File: src/rtl/prpa_pkg.sv
// Shared types and constants for the relocation patch applier.
`timescale 1ns / 1ps
`default_nettype none

package prpa_pkg;

    localparam logic [7:0] CMD_ADDR32      = 8'd1;
    localparam logic [7:0] CMD_ADDR16_LO   = 8'd4;
    localparam logic [7:0] CMD_ADDR16_HI   = 8'd5;
    localparam logic [7:0] CMD_ADDR16_HA   = 8'd6;
    localparam logic [7:0] CMD_REL24       = 8'd10;
    localparam logic [7:0] CMD_WRITE32     = 8'd32;
    localparam logic [7:0] CMD_WRITE16     = 8'd33;
    localparam logic [7:0] CMD_WRITE8      = 8'd34;
    localparam logic [7:0] CMD_COND_PTR    = 8'd35;
    localparam logic [7:0] CMD_COND32      = 8'd36;
    localparam logic [7:0] CMD_COND16      = 8'd37;
    localparam logic [7:0] CMD_COND8       = 8'd38;
    localparam logic [7:0] CMD_B           = 8'd64;
    localparam logic [7:0] CMD_BL          = 8'd65;

    localparam logic [1:0] SZ_BYTE = 2'd0;
    localparam logic [1:0] SZ_HALF = 2'd1;
    localparam logic [1:0] SZ_WORD = 2'd2;

    localparam logic [1:0] ST_APPLIED  = 2'd0;
    localparam logic [1:0] ST_MISMATCH = 2'd1;
    localparam logic [1:0] ST_SKIPPED  = 2'd2;
    localparam logic [1:0] ST_UNKNOWN  = 2'd3;

    localparam logic [1:0] REG_TEXT_BASE     = 2'd0;
    localparam logic [1:0] REG_MAIN_LOAD     = 2'd1;
    localparam logic [1:0] REG_SPLIT_ADDRESS = 2'd2;

    localparam logic [23:0] ABS_MARKER       = 24'hFFFFFE;
    localparam logic [31:0] SPLIT_RESET      = 32'h80510238;
    localparam logic [31:0] BRANCH_KEEP_MASK = 32'hFC000003;
    localparam logic [31:0] BRANCH_DISP_MASK = 32'h03FFFFFC;
    localparam logic [31:0] BRANCH_B_OP      = 32'h48000000;
    localparam logic [31:0] BRANCH_BL_OP     = 32'h48000001;

    typedef struct packed {
        logic [7:0]  cmd;
        logic        is_abs;
        logic [31:0] addr;
        logic [31:0] op_res;
        logic [31:0] val;
        logic [31:0] mem;
        logic        eq32;
        logic        eq16;
        logic        eq8;
    } front_t;

endpackage

`default_nettype wire

File: src/rtl/prpa_resolve.sv
// First-stage address and operand resolution with condition compares.
`timescale 1ns / 1ps
`default_nettype none

module prpa_resolve (
    input  wire logic [7:0]      req_type,
    input  wire logic [23:0]     patch_offset,
    input  wire logic [31:0]     absolute_address,
    input  wire logic [31:0]     operand_value,
    input  wire logic [31:0]     expected_original,
    input  wire logic [31:0]     current_memory,
    input  wire logic [31:0]     text_base,
    output prpa_pkg::front_t     front
);

    logic is_abs;

    assign is_abs = (patch_offset == prpa_pkg::ABS_MARKER);

    always_comb
    begin
        front.cmd    = req_type;
        front.is_abs = is_abs;
        front.addr   = is_abs ? absolute_address : (text_base + {8'd0, patch_offset});
        front.op_res = operand_value[31] ? operand_value : (text_base + operand_value);
        front.val    = operand_value;
        front.mem    = current_memory;
        front.eq32   = (current_memory == expected_original);
        front.eq16   = (current_memory[31:16] == expected_original[15:0]);
        front.eq8    = (current_memory[31:24] == expected_original[7:0]);
    end

endmodule

`default_nettype wire

File: src/rtl/powerpc_reloc_patch_applier.sv
// Top level: three-stage relocation patch pipeline with stream ports.
//
// One patch command enters per transfer on the s_ channel: s_tuser holds the
// command code, s_tdata the offset, absolute address, operand, expected
// original value and the big-endian memory word at the target. Each command
// yields exactly one write request on the m_ channel, in order.
// Configuration (text_base, main_load, split_address) is written through
// cfg_we / cfg_index / cfg_wdata while no command is in flight.
// A command's result is presented on the m_ channel once it has passed the
// stage 1, stage 2 and output registers in turn; a stall can hold it.
// Throughput: one command per cycle while m_tready holds no result back; the
// three register stages (address and operand add, region compare and branch
// subtract, result select) each hold one command.
// Reset clears all stage valid bits and restores the register defaults.
// When the receiver holds m_tready low, the output stage holds its result
// and back-pressure reaches s_tready only as stages fill, so nothing is
// lost or repeated.
`timescale 1ns / 1ps
`default_nettype none

module powerpc_reloc_patch_applier (
    input  wire logic         clk,
    input  wire logic         rst_n,
    input  wire logic         cfg_we,
    input  wire logic [1:0]   cfg_index,
    input  wire logic [31:0]  cfg_wdata,
    input  wire logic         s_tvalid,
    output logic              s_tready,
    // patch_offset[23:0], absolute_address[55:24], operand_value[87:56],
    // expected_original[119:88], current_memory[151:120]
    input  wire logic [151:0] s_tdata,
    // req_type[7:0]
    input  wire logic [7:0]   s_tuser,
    output logic              m_tvalid,
    input  wire logic         m_tready,
    // write_enable[0], write_address[32:1], write_size[34:33],
    // write_data[66:35], invalidate[67], zero[71:68]
    output logic [71:0]       m_tdata,
    // status[1:0]
    output logic [1:0]        m_tuser
);

    logic [31:0] text_base_reg;
    logic        main_load_reg;
    logic [31:0] split_address_reg;

    always_ff @(posedge clk or negedge rst_n)
    begin
        if (!rst_n)
        begin
            text_base_reg     <= 32'd0;
            main_load_reg     <= 1'b1;
            split_address_reg <= prpa_pkg::SPLIT_RESET;
        end
        else if (cfg_we)
        begin
            unique case (cfg_index)
                prpa_pkg::REG_TEXT_BASE:     text_base_reg     <= cfg_wdata;
                prpa_pkg::REG_MAIN_LOAD:     main_load_reg     <= cfg_wdata[0];
                prpa_pkg::REG_SPLIT_ADDRESS: split_address_reg <= cfg_wdata;
                default:                     ;
            endcase
        end
    end

    // Stage 1: resolve target address and operand.
    prpa_pkg::front_t front;
    prpa_pkg::front_t s1_reg;
    logic             s1_valid_reg;

    prpa_resolve u_resolve (
        .req_type          (s_tuser),
        .patch_offset      (s_tdata[23:0]),
        .absolute_address  (s_tdata[55:24]),
        .operand_value     (s_tdata[87:56]),
        .expected_original (s_tdata[119:88]),
        .current_memory    (s_tdata[151:120]),
        .text_base         (text_base_reg),
        .front             (front)
    );

    // Stage 2 payload.
    logic        s2_valid_reg;
    logic [7:0]  s2_cmd_reg;
    logic [31:0] s2_addr_reg;
    logic [31:0] s2_op_res_reg;
    logic [31:0] s2_val_reg;
    logic [31:0] s2_mem_reg;
    logic        s2_eq32_reg;
    logic        s2_eq16_reg;
    logic        s2_eq8_reg;
    logic        s2_skip_reg;
    logic [31:0] s2_delta_reg;
    logic [15:0] s2_ha_reg;

    // Stage 3 payload (output register).
    logic        s3_valid_reg;
    logic        s3_we_reg;
    logic [31:0] s3_addr_reg;
    logic [1:0]  s3_size_reg;
    logic [31:0] s3_data_reg;
    logic        s3_inval_reg;
    logic [1:0]  s3_status_reg;

    logic ready3;
    logic ready2;
    logic ready1;

    assign ready3   = !s3_valid_reg || m_tready;
    assign ready2   = !s2_valid_reg || ready3;
    assign ready1   = !s1_valid_reg || ready2;
    assign s_tready = ready1;

    always_ff @(posedge clk or negedge rst_n)
    begin
        if (!rst_n)
        begin
            s1_valid_reg <= 1'b0;
            s2_valid_reg <= 1'b0;
            s3_valid_reg <= 1'b0;
        end
        else
        begin
            if (ready1)
            begin
                s1_valid_reg <= s_tvalid;
            end
            if (ready2)
            begin
                s2_valid_reg <= s1_valid_reg;
            end
            if (ready3)
            begin
                s3_valid_reg <= s2_valid_reg;
            end
        end
    end

    always_ff @(posedge clk)
    begin
        if (ready1 && s_tvalid)
        begin
            s1_reg <= front;
        end
    end

    logic        skip_next;
    logic [31:0] delta_next;
    logic [15:0] ha_next;

    always_comb
    begin
        if (s1_reg.is_abs)
        begin
            skip_next = main_load_reg ? (s1_reg.addr >= split_address_reg)
                                      : (s1_reg.addr < split_address_reg);
        end
        else
        begin
            skip_next = !main_load_reg;
        end
        delta_next = s1_reg.op_res - s1_reg.addr;
        ha_next    = s1_reg.op_res[31:16] + {15'd0, s1_reg.op_res[15]};
    end

    always_ff @(posedge clk)
    begin
        if (ready2 && s1_valid_reg)
        begin
            s2_cmd_reg    <= s1_reg.cmd;
            s2_addr_reg   <= s1_reg.addr;
            s2_op_res_reg <= s1_reg.op_res;
            s2_val_reg    <= s1_reg.val;
            s2_mem_reg    <= s1_reg.mem;
            s2_eq32_reg   <= s1_reg.eq32;
            s2_eq16_reg   <= s1_reg.eq16;
            s2_eq8_reg    <= s1_reg.eq8;
            s2_skip_reg   <= skip_next;
            s2_delta_reg  <= delta_next;
            s2_ha_reg     <= ha_next;
        end
    end

    logic        we_next;
    logic [1:0]  size_next;
    logic [31:0] data_next;
    logic        inval_next;
    logic [1:0]  status_next;
    logic [31:0] disp;

    assign disp = s2_delta_reg & prpa_pkg::BRANCH_DISP_MASK;

    always_comb
    begin
        we_next     = 1'b0;
        size_next   = prpa_pkg::SZ_BYTE;
        data_next   = 32'd0;
        inval_next  = 1'b1;
        status_next = prpa_pkg::ST_APPLIED;
        if (s2_skip_reg)
        begin
            inval_next  = 1'b0;
            status_next = prpa_pkg::ST_SKIPPED;
        end
        else
        begin
            unique case (s2_cmd_reg)
                prpa_pkg::CMD_ADDR32:
                begin
                    we_next   = 1'b1;
                    size_next = prpa_pkg::SZ_WORD;
                    data_next = s2_op_res_reg;
                end
                prpa_pkg::CMD_ADDR16_LO:
                begin
                    we_next   = 1'b1;
                    size_next = prpa_pkg::SZ_HALF;
                    data_next = {16'd0, s2_op_res_reg[15:0]};
                end
                prpa_pkg::CMD_ADDR16_HI:
                begin
                    we_next   = 1'b1;
                    size_next = prpa_pkg::SZ_HALF;
                    data_next = {16'd0, s2_op_res_reg[31:16]};
                end
                prpa_pkg::CMD_ADDR16_HA:
                begin
                    we_next   = 1'b1;
                    size_next = prpa_pkg::SZ_HALF;
                    data_next = {16'd0, s2_ha_reg};
                end
                prpa_pkg::CMD_REL24:
                begin
                    we_next   = 1'b1;
                    size_next = prpa_pkg::SZ_WORD;
                    data_next = (s2_mem_reg & prpa_pkg::BRANCH_KEEP_MASK) | disp;
                end
                prpa_pkg::CMD_WRITE32:
                begin
                    we_next   = 1'b1;
                    size_next = prpa_pkg::SZ_WORD;
                    data_next = s2_val_reg;
                end
                prpa_pkg::CMD_WRITE16:
                begin
                    we_next   = 1'b1;
                    size_next = prpa_pkg::SZ_HALF;
                    data_next = {16'd0, s2_val_reg[15:0]};
                end
                prpa_pkg::CMD_WRITE8:
                begin
                    we_next   = 1'b1;
                    size_next = prpa_pkg::SZ_BYTE;
                    data_next = {24'd0, s2_val_reg[7:0]};
                end
                prpa_pkg::CMD_COND_PTR, prpa_pkg::CMD_COND32:
                begin
                    size_next = prpa_pkg::SZ_WORD;
                    if (s2_eq32_reg)
                    begin
                        we_next   = 1'b1;
                        data_next = (s2_cmd_reg == prpa_pkg::CMD_COND_PTR) ? s2_op_res_reg
                                                                           : s2_val_reg;
                    end
                    else
                    begin
                        status_next = prpa_pkg::ST_MISMATCH;
                    end
                end
                prpa_pkg::CMD_COND16:
                begin
                    size_next = prpa_pkg::SZ_HALF;
                    if (s2_eq16_reg)
                    begin
                        we_next   = 1'b1;
                        data_next = {16'd0, s2_val_reg[15:0]};
                    end
                    else
                    begin
                        status_next = prpa_pkg::ST_MISMATCH;
                    end
                end
                prpa_pkg::CMD_COND8:
                begin
                    size_next = prpa_pkg::SZ_BYTE;
                    if (s2_eq8_reg)
                    begin
                        we_next   = 1'b1;
                        data_next = {24'd0, s2_val_reg[7:0]};
                    end
                    else
                    begin
                        status_next = prpa_pkg::ST_MISMATCH;
                    end
                end
                prpa_pkg::CMD_B:
                begin
                    we_next   = 1'b1;
                    size_next = prpa_pkg::SZ_WORD;
                    data_next = (prpa_pkg::BRANCH_B_OP & prpa_pkg::BRANCH_KEEP_MASK) | disp;
                end
                prpa_pkg::CMD_BL:
                begin
                    we_next   = 1'b1;
                    size_next = prpa_pkg::SZ_WORD;
                    data_next = (prpa_pkg::BRANCH_BL_OP & prpa_pkg::BRANCH_KEEP_MASK) | disp;
                end
                default:
                begin
                    status_next = prpa_pkg::ST_UNKNOWN;
                end
            endcase
        end
    end

    always_ff @(posedge clk)
    begin
        if (ready3 && s2_valid_reg)
        begin
            s3_we_reg     <= we_next;
            s3_addr_reg   <= s2_addr_reg;
            s3_size_reg   <= size_next;
            s3_data_reg   <= data_next;
            s3_inval_reg  <= inval_next;
            s3_status_reg <= status_next;
        end
    end

    assign m_tvalid = s3_valid_reg;
    assign m_tdata  = {4'd0, s3_inval_reg, s3_data_reg, s3_size_reg, s3_addr_reg, s3_we_reg};
    assign m_tuser  = s3_status_reg;

`ifndef NO_ASSERTIONS
    a_skip_no_write: assert property (@(posedge clk) disable iff (!rst_n)
        (s3_valid_reg && s3_status_reg == prpa_pkg::ST_SKIPPED)
            |-> (!s3_we_reg && !s3_inval_reg && s3_data_reg == 32'd0))
        else $error("skipped command carries a write");

    a_applied_writes: assert property (@(posedge clk) disable iff (!rst_n)
        (s3_valid_reg && s3_status_reg == prpa_pkg::ST_APPLIED)
            |-> (s3_we_reg && s3_inval_reg))
        else $error("applied command without write");

    a_mismatch_no_write: assert property (@(posedge clk) disable iff (!rst_n)
        (s3_valid_reg && s3_status_reg == prpa_pkg::ST_MISMATCH)
            |-> (!s3_we_reg && s3_inval_reg && s3_data_reg == 32'd0))
        else $error("mismatch command carries a write");

    a_stage2_advances: assert property (@(posedge clk) disable iff (!rst_n)
        (s2_valid_reg && ready3) |=> s3_valid_reg)
        else $error("stage 2 item dropped");

    a_stage1_held: assert property (@(posedge clk) disable iff (!rst_n)
        (s1_valid_reg && !ready2) |=> s1_valid_reg)
        else $error("stalled stage 1 item lost");
`endif

endmodule

`default_nettype wire
File: config.mk
export PLATFORM = sky130hd
export DESIGN_NAME = powerpc_reloc_patch_applier
export DESIGN_NICKNAME = d
export VERILOG_FILES = /design/src/rtl/prpa_pkg.sv /design/src/rtl/prpa_resolve.sv /design/src/rtl/powerpc_reloc_patch_applier.sv
export SDC_FILE = /design/constraint.sdc
export NUM_CORES = 1
export LEC_CHECK = 0
export ABC_AREA = 1
export BUFFER_PORTS_ARGS = -buffer_cell sky130_fd_sc_hd__buf_2
export CORE_MARGIN = 8
export CORE_UTILIZATION = 55
export CTS_CLUSTER_DIAMETER = 200
export DETAILED_ROUTE_END_ITERATION = 8
export GPL_TIMING_DRIVEN = 0
export PLACE_DENSITY = 0.72
export SLEW_MARGIN = 25
export SYNTH_ARGS = -nofsm -noshare
export SYNTH_HDL_FRONTEND = slang
export SYNTH_HIERARCHICAL = 1
export SYNTH_SLANG_ARGS = --single-unit
File: constraint.sdc
create_clock -name clk -period 5.8 [get_ports clk]
set_input_delay 0.29 -clock clk [delete_from_list [all_inputs] [get_ports clk]]
set_output_delay 0.29 -clock clk [all_outputs]
set_load 0.05 [all_outputs]
Word-level counts from Yosys, hierarchy flattened
Index checks and enable logic that the tools add are counted.
W data, S select, Z words.
- add/sub/neg operators: 4
- $lt $le $gt $ge: 2
- eq/ne operators: 20
- muxes and demuxes: 19
- bitwise operators: 1
- reductions and logical operators: 18
- operator list (cell ; number):
    $pmux W32 S13 ; 1
    $mux W32 ; 3
    $eq A8 B6 Y1 const B ; 7
    $add A32 B24 Y32 ; 1
    $add A32 B32 Y32 ; 1
    $eq A32 B32 Y1 ; 1
    $ge A32 B32 Y1 ; 1
    $lt A32 B32 Y1 ; 1
    $or A32 B26 Y32 ; 1
    $mux W31 ; 1
    $sub A26 B26 Y26 ; 1
    $eq A24 B24 Y1 const B ; 1
    $eq A8 B3 Y1 const B ; 3
    $add A16 B1 Y16 ; 1
    $eq A16 B16 Y1 ; 1
    $eq A8 B7 Y1 const B ; 2
    $mux W16 ; 1
    $reduce_or A10 Y1 ; 1
    $mux W1 ; 9
    $eq A8 B1 Y1 const B ; 1
    $eq A8 B4 Y1 const B ; 1
    $eq A8 B8 Y1 ; 1
    $mux W8 ; 1
    $pmux W2 S4 ; 1
    12 further kinds ; 21
- bits in registers: 460
- input port bits: 199
- logic and storage cells: 97

Longest topological paths before layout
Gate-level depths: netlist of run 1.
- depth after elaboration: 5
- mapped depth: 16
- mapped depth without buffers: 16

By module
Netlist of run 1, hierarchy kept.
- by module, submodules not included (module ; times used ; cells each ; area an instance (µm²) ; seq. area each (µm²)):
    powerpc_reloc_patch_applier ; 1 ; 1411 ; 17006.3 ; 11982.7
    prpa_resolve ; 1 ; 1278 ; 6414.9 ; 0.0

Worst setup path before layout of run 1
OpenSTA, ideal clock, no wires.
- kind: reg2reg
- start point: register s3_valid_reg (netlist: m_tvalid)
- end point: register s3_status_reg[0] (netlist: m_tuser[0]) (enable)
- library setup time: 0.521 ns
- arrival time: 4.068 ns
- setup slack: 1.211 ns
- cell stages (with the launch flop): 2
- buffers on the path: 0
- path through: dfrtp_1 a21oi_1
- longest elaborated chain between the ends: 3
- ends and longest elaborated chain (element ; line ; RTL):
    from (decl) ; powerpc_reloc_patch_applier.sv:97 ; logic s3_valid_reg;
    from (signal assigned) ; powerpc_reloc_patch_applier.sv:134 ; s3_valid_reg <= s2_valid_reg;
    $logic_not A1 Y1 ; powerpc_reloc_patch_applier.sv:109 ; assign ready3 = !s3_valid_reg || m_tready;
    $logic_or A1 B1 Y1 ; powerpc_reloc_patch_applier.sv:109 ;
    $logic_and A1 B1 Y1 ; powerpc_reloc_patch_applier.sv:318 ; if (ready3 && s2_valid_reg)
    to (signal assigned) ; powerpc_reloc_patch_applier.sv:325 ; s3_status_reg <= status_next;
    to (decl) ; powerpc_reloc_patch_applier.sv:103 ; logic [1:0] s3_status_reg;
Every way passes these cells.
A chain may end at the register's enable or synchronous reset.

==> results of run 1 <==
==> report_power, final <==
part | internal (mW) | switching [mW]
combinational | 0.928 | 2.09
clock | 1.57 | 1.09
sequential | 3.98 | 0.450
total | 6.48 | 3.63
==> stage by stage <==
stage | hold slack (ns) | utilization, %
floorplan | -0.00559 | -
global placement | 0.402 | 60.3
detailed placement | 0.155 | 60.7
CTS | 0.00117 | 64.2
global route | 0.0208 | 64.2
finish | 0.0179 | 64.2
==> cell type report <==
type	instances	area share, %
flip-flops and latches	410	44.6
multi-input cells	1766	34.1
repair buffers	277	5.83
inverters	402	5.67
clock buffers	56	4.26
well taps	539	2.51
plain buffers	90	2.23
clock inverters	20	0.764
diodes	1	0.00931
==> per-layer routing <==
| metal | track usage [%] | vias up |
|---|---|---|
| li1 | - | 9257 |
| met1 | 39.0 | 8960 |
| met2 | 47.1 | 844 |
| met3 | 4.36 | 120 |
| met4 | 10.0 | 4 |
| met5 | 0 | - |
==> critical path, stage by stage (launching register included) <==
cell	delay (ns)
dfrtp_1	0.47
ha_1	0.28
fa_1	0.49
nand3_1	0.12
nand3_1	0.15
nand2_1	0.09
nand2_1	0.14
nand2_1	0.09
nand2_1	0.11
xnor2_1	0.25
o21ai_1	0.14
==> path summary, 6_finish.rpt <==
path	start	cells past startpoint	end	slack, ns
hold reg to reg	s1_reg[39]	0	s2_val_reg[4]	0.41
min in group asynchronous	rst_n	2	split_address_reg[21]	0.15
setup reg to reg	text_base_reg[0]	10	s1_reg[83]	3.17
max in group asynchronous	rst_n	3	split_address_reg[3]	5.07
hold / removal	s_tdata[54]	3	s1_reg[129]	0.02
setup / recovery	text_base_reg[0]	10	s1_reg[83]	3.17
==> results.sh, run 1 <==
export IMPL_clk_latency_ns=0.54
export IMPL_post_drt_wl_per_cell_um=20.4
export IMPL_grt_pass1_wl_um=109000
export IMPL_h_tree_depth=2
export IMPL_detail_route_antenna_nets=0
export IMPL_drt_initial_drc_count=1805
export IMPL_fin_area_um2=26900
export IMPL_cts_buffers=41
export IMPL_routed_wl_um=72600
export IMPL_cts_hold_buffers=10
export IMPL_cts_buffer_depth=3
export IMPL_rows=75
export IMPL_mostFrequentLayoutCell="nand2_1"
export IMPL_cp_max_fo=5
export IMPL_avgSynthCellArea_um2=8.72
export IMPL_fin_crit_ns=2.63
export IMPL_wl_met3_um=6120
export IMPL_worstSetupPathType="reg -> reg"
export IMPL_routed_via_count=19185
export IMPL_fin_nets=3302
export IMPL_layout_common_cells="nand2_1 (847), inv_1 (385), edfxtp_1 (342), buf_2 (262), nor2_1 (161)"
export IMPL_port_buffers=261
export IMPL_viasPerCell=5.39
export IMPL_gp_congestion=1.03
export IMPL_fillers=3575
export IMPL_synth_warnings=6
export IMPL_slew_viol_final=0
export IMPL_p_leak_nw=12.8
export IMPL_die_height_um=222
export IMPL_dr_pass1_iters=7
export IMPL_top_layer_used="met5"
export IMPL_cts_resized=0
export IMPL_cts_sinks=410
export IMPL_rsz0062_at_grt="false"
export IMPL_fp_dieArea_um2=49100
export IMPL_fmax_mhz=381
export IMPL_ir_drop_uv=207
export IMPL_layout_drive_gt1_share_pct=15.6
export IMPL_max_slew_margin_rel_pct=50.0
export IMPL_grt_pass1_vias=18809
export IMPL_end_kind="flop"
export IMPL_ios=275
export IMPL_start_kind="flop"
export IMPL_met1_length_um=30600
export IMPL_grt_usage_pct=28.9
export IMPL_maxCapViolations=0
export IMPL_final_instance_count_excl_fill=3561
export IMPL_dp_cells=3474
export IMPL_fin_skew_ns=0.0115
export IMPL_hp_class="in -> reg"
export IMPL_largest_reg_flops=116
export IMPL_start_util_pct=55.5
export IMPL_power_density_nw_per_um2=376
export IMPL_grt_overflow=0
export IMPL_worstPathArrival_ns=2.88
export IMPL_tns_ns=0
export IMPL_required_ns=6.06
export IMPL_clk_pin_slew_ns=0.06
export IMPL_multiInputGateArea_um2=9170
export IMPL_power_mw=10.1
export IMPL_syn_area_um2=23200
export IMPL_seq_area_um2=12000
export IMPL_core_um2=41900
export IMPL_grt_max_degree=100
export IMPL_worstMarginPinSlew_ns=0.751
export IMPL_route_met2_wl_um=33400
export IMPL_cts_tree="done"
export IMPL_fp_dieW_um=222
export IMPL_drc=0
export IMPL_area_growth_pct=15.6
export IMPL_dp_hpwl_um=60300
export IMPL_postCtsSetupBuffers=0
export IMPL_final_hold_viol_count=0
export IMPL_setup_ws_ns=3.17
export IMPL_cts_root_buf="clkbuf_16"
export IMPL_outcome="finished, final reports clean"
export IMPL_preCtsSetupSlack_ns=3.23
export IMPL_setup_viol=0
export IMPL_finalCritPeriodShare_pct=45.3
export IMPL_place_area_um2=25400
export IMPL_antenna_found_initial=3
export IMPL_syn_inst=2665
No activity file was read; power rests on OpenSTA's default activity.
==> run 2: changes to the inputs <==
- ABC_AREA: 1 -> 0
- CORE_UTILIZATION: 55 -> 53
- PLACE_DENSITY: 0.72 -> 0.73
- clock period: 5.8 -> 2.3 ns (I/O delays scaled with it)
==> run 2 against run 1 <==
Net effect:
- the run now ends with setup timing left
- combinational power grew to 2.9 times the previous value
- wire length is 10% lower
- area after synthesis shrank 8.0%
- clock skew grew 0.0033 ns
- via count shrank 13%
- sequential cell count is the same
- critical path type unchanged
==> results.sh, run 2 <==
export IMPL_rsz0062_at_grt="true"
export IMPL_dr_pass1_iters=6
export IMPL_end_kind="flop"
export IMPL_die_height_um=217
export IMPL_fin_skew_ns=0.0148
export IMPL_cts_tree="done"
export IMPL_layout_common_cells="edfxtp_1 (342), buf_2 (266), nand2_1 (147), buf_4 (120), dlygate4sd3_1 (120)"
export IMPL_port_buffers=262
export IMPL_power_density_nw_per_um2=913
export IMPL_ir_drop_uv=456
export IMPL_grt_max_degree=57
export IMPL_drt_initial_drc_count=1487
export IMPL_hold_slack_ns=0.0398
export IMPL_cts_root_buf="clkbuf_16"
export IMPL_fmax_mhz=346
export IMPL_setup_viol=91
export IMPL_detail_route_antenna_nets=0
export IMPL_post_drt_wl_per_cell_um=22.9
export IMPL_cts_buffers=43
export IMPL_final_hold_viol_count=0
export IMPL_fin_nets=2608
export IMPL_hp_class="in -> reg"
export IMPL_core_um2=39700
export IMPL_worstSetupPathType="reg -> reg"
export IMPL_rows=73
export IMPL_multiInputGateArea_um2=10000
export IMPL_syn_area_um2=21400
export IMPL_outcome="finished, violations left"
export IMPL_seq_area_um2=12000
export IMPL_dp_hpwl_um=45700
export IMPL_clk_latency_ns=0.55
export IMPL_layout_drive_gt1_share_pct=35.2
export IMPL_tns_ns=-22.25
export IMPL_routed_wl_um=65300
export IMPL_viasPerCell=5.84
export IMPL_grt_pass1_vias=16772
export IMPL_start_util_pct=53.8
export IMPL_final_instance_count_excl_fill=2854
export IMPL_fp_dieW_um=217
export IMPL_p_leak_nw=11.2
export IMPL_setup_ws_ns=-0.587
export IMPL_cp_max_fo=3
export IMPL_fillers=2688
export IMPL_h_tree_depth=2
export IMPL_cts_buffer_depth=3
export IMPL_cts_sinks=410
export IMPL_antenna_found_initial=3
export IMPL_mostFrequentLayoutCell="edfxtp_1"
export IMPL_grt_pass1_wl_um=96000
export IMPL_largest_reg_flops=116
export IMPL_synth_warnings=6
export IMPL_clk_pin_slew_ns=0.06
export IMPL_syn_inst=1786
export IMPL_fp_dieArea_um2=47000
export IMPL_grt_overflow=0
export IMPL_worstPathArrival_ns=3.17
export IMPL_gp_congestion=0.994
export IMPL_routed_via_count=16668
export IMPL_worstMarginPinSlew_ns=0.721
export IMPL_dp_cells=2583
export IMPL_finalCritPeriodShare_pct=126
export IMPL_grt_usage_pct=25.9
export IMPL_avgSynthCellArea_um2=12.0
export IMPL_slew_viol_final=0
export IMPL_fin_crit_ns=2.89
export IMPL_max_slew_margin_rel_pct=52.0
export IMPL_drc=0
export IMPL_ios=275
export IMPL_violations="setup timing"
export IMPL_start_kind="flop"
export IMPL_area_growth_pct=33.5
export IMPL_required_ns=2.58
export IMPL_maxCapViolations=0
## run 2: cell types whose count changed in the layout (fill, tap and decap cells not counted), sizes merged, moves of 29 or more
| cell | delta |
|---|---|
| a222oi | +29 |
| buf | +89 |
| dlygate4sd3 | +110 |
| inv | -321 |
| mux2 | +69 |
| nand2 | -709 |
| nand3 | -116 |
| nor2 | -83 |
| o21ai | -35 |
| xor2 | +32 |
## run 2: worst max-delay path, cell delays in order (launching register included)
cell	delay, ns
dfrtp_2	0.46
ha_4	0.19
fa_2	0.42
a21oi_4	0.17
o21ai_2	0.10
a2111oi_4	0.42
o31ai_4	0.11
and3_4	0.20
a32o_2	0.30
mux2i_1	0.17
nor2_1	0.09
## run 2: worst paths after layout
path / start / endpoint / slack, ns / depth (start not counted)
setup / recovery: text_base_reg[0] / s1_reg[95] / -0.59 / 10
hold / removal: s_tdata[52] / s1_reg[127] / 0.04 / 3
setup reg to reg: text_base_reg[0] / s1_reg[95] / -0.59 / 10
hold reg to reg: s1_reg[32] / s2_mem_reg[29] / 0.41 / 0
max in group asynchronous: rst_n / text_base_reg[23] / 1.14 / 3
min in group asynchronous: rst_n / split_address_reg[31] / 0.10 / 2
## run 2: repair_timing
| item | CTS | global route |
|---|---|---|
| hold buffers | 120 | 0 |
| buffers inserted | 55 | 32 |
| pin swaps | 87 | 79 |
| cloned | 3 | 1 |
| hold endpoints to repair | 240 | 0 |
| endpoints found under the setup margin | 96 | 148 |
| resized for setup | 214 | 148 |
## run 2: final cells by class
class	count	area share [%]
clock inverters	20	0.807
flip-flops and latches	410	42.0
multi-input cells	1186	35.1
clock buffers	57	4.17
well taps	525	2.30
inverters	82	1.08
plain buffers	98	2.39
diodes	3	0.0263
repair buffers	473	12.1
## run 2: report_power, final
part | switching (mW) | internal [mW]
sequential | 0.815 | 9.63
clock | 2.81 | 4.20
combinational | 4.96 | 3.66
total | 8.58 | 17.5
## run 2: per-stage QoR
stage	worst slack [ns]	utilization, %	total power, mW	area [µm²]
after floorplan	-0.273	-	15.0	21500
after global placement	-0.727	59.1	16.8	23500
after detailed placement	-0.720	59.5	17.0	23700
after CTS	-0.574	69.7	25.0	27700
after global routing	-0.648	71.8	27.2	28500
final	-0.587	71.8	26.1	28500
## run 2: metal layers
layer,share of wire [%],wire (µm),global-route usage (%)
met1,40,26400,33.5
met5,0,0,0
met2,48,31600,43.8
met4,3.8,2450,9.78
met3,7.4,4800,3.99
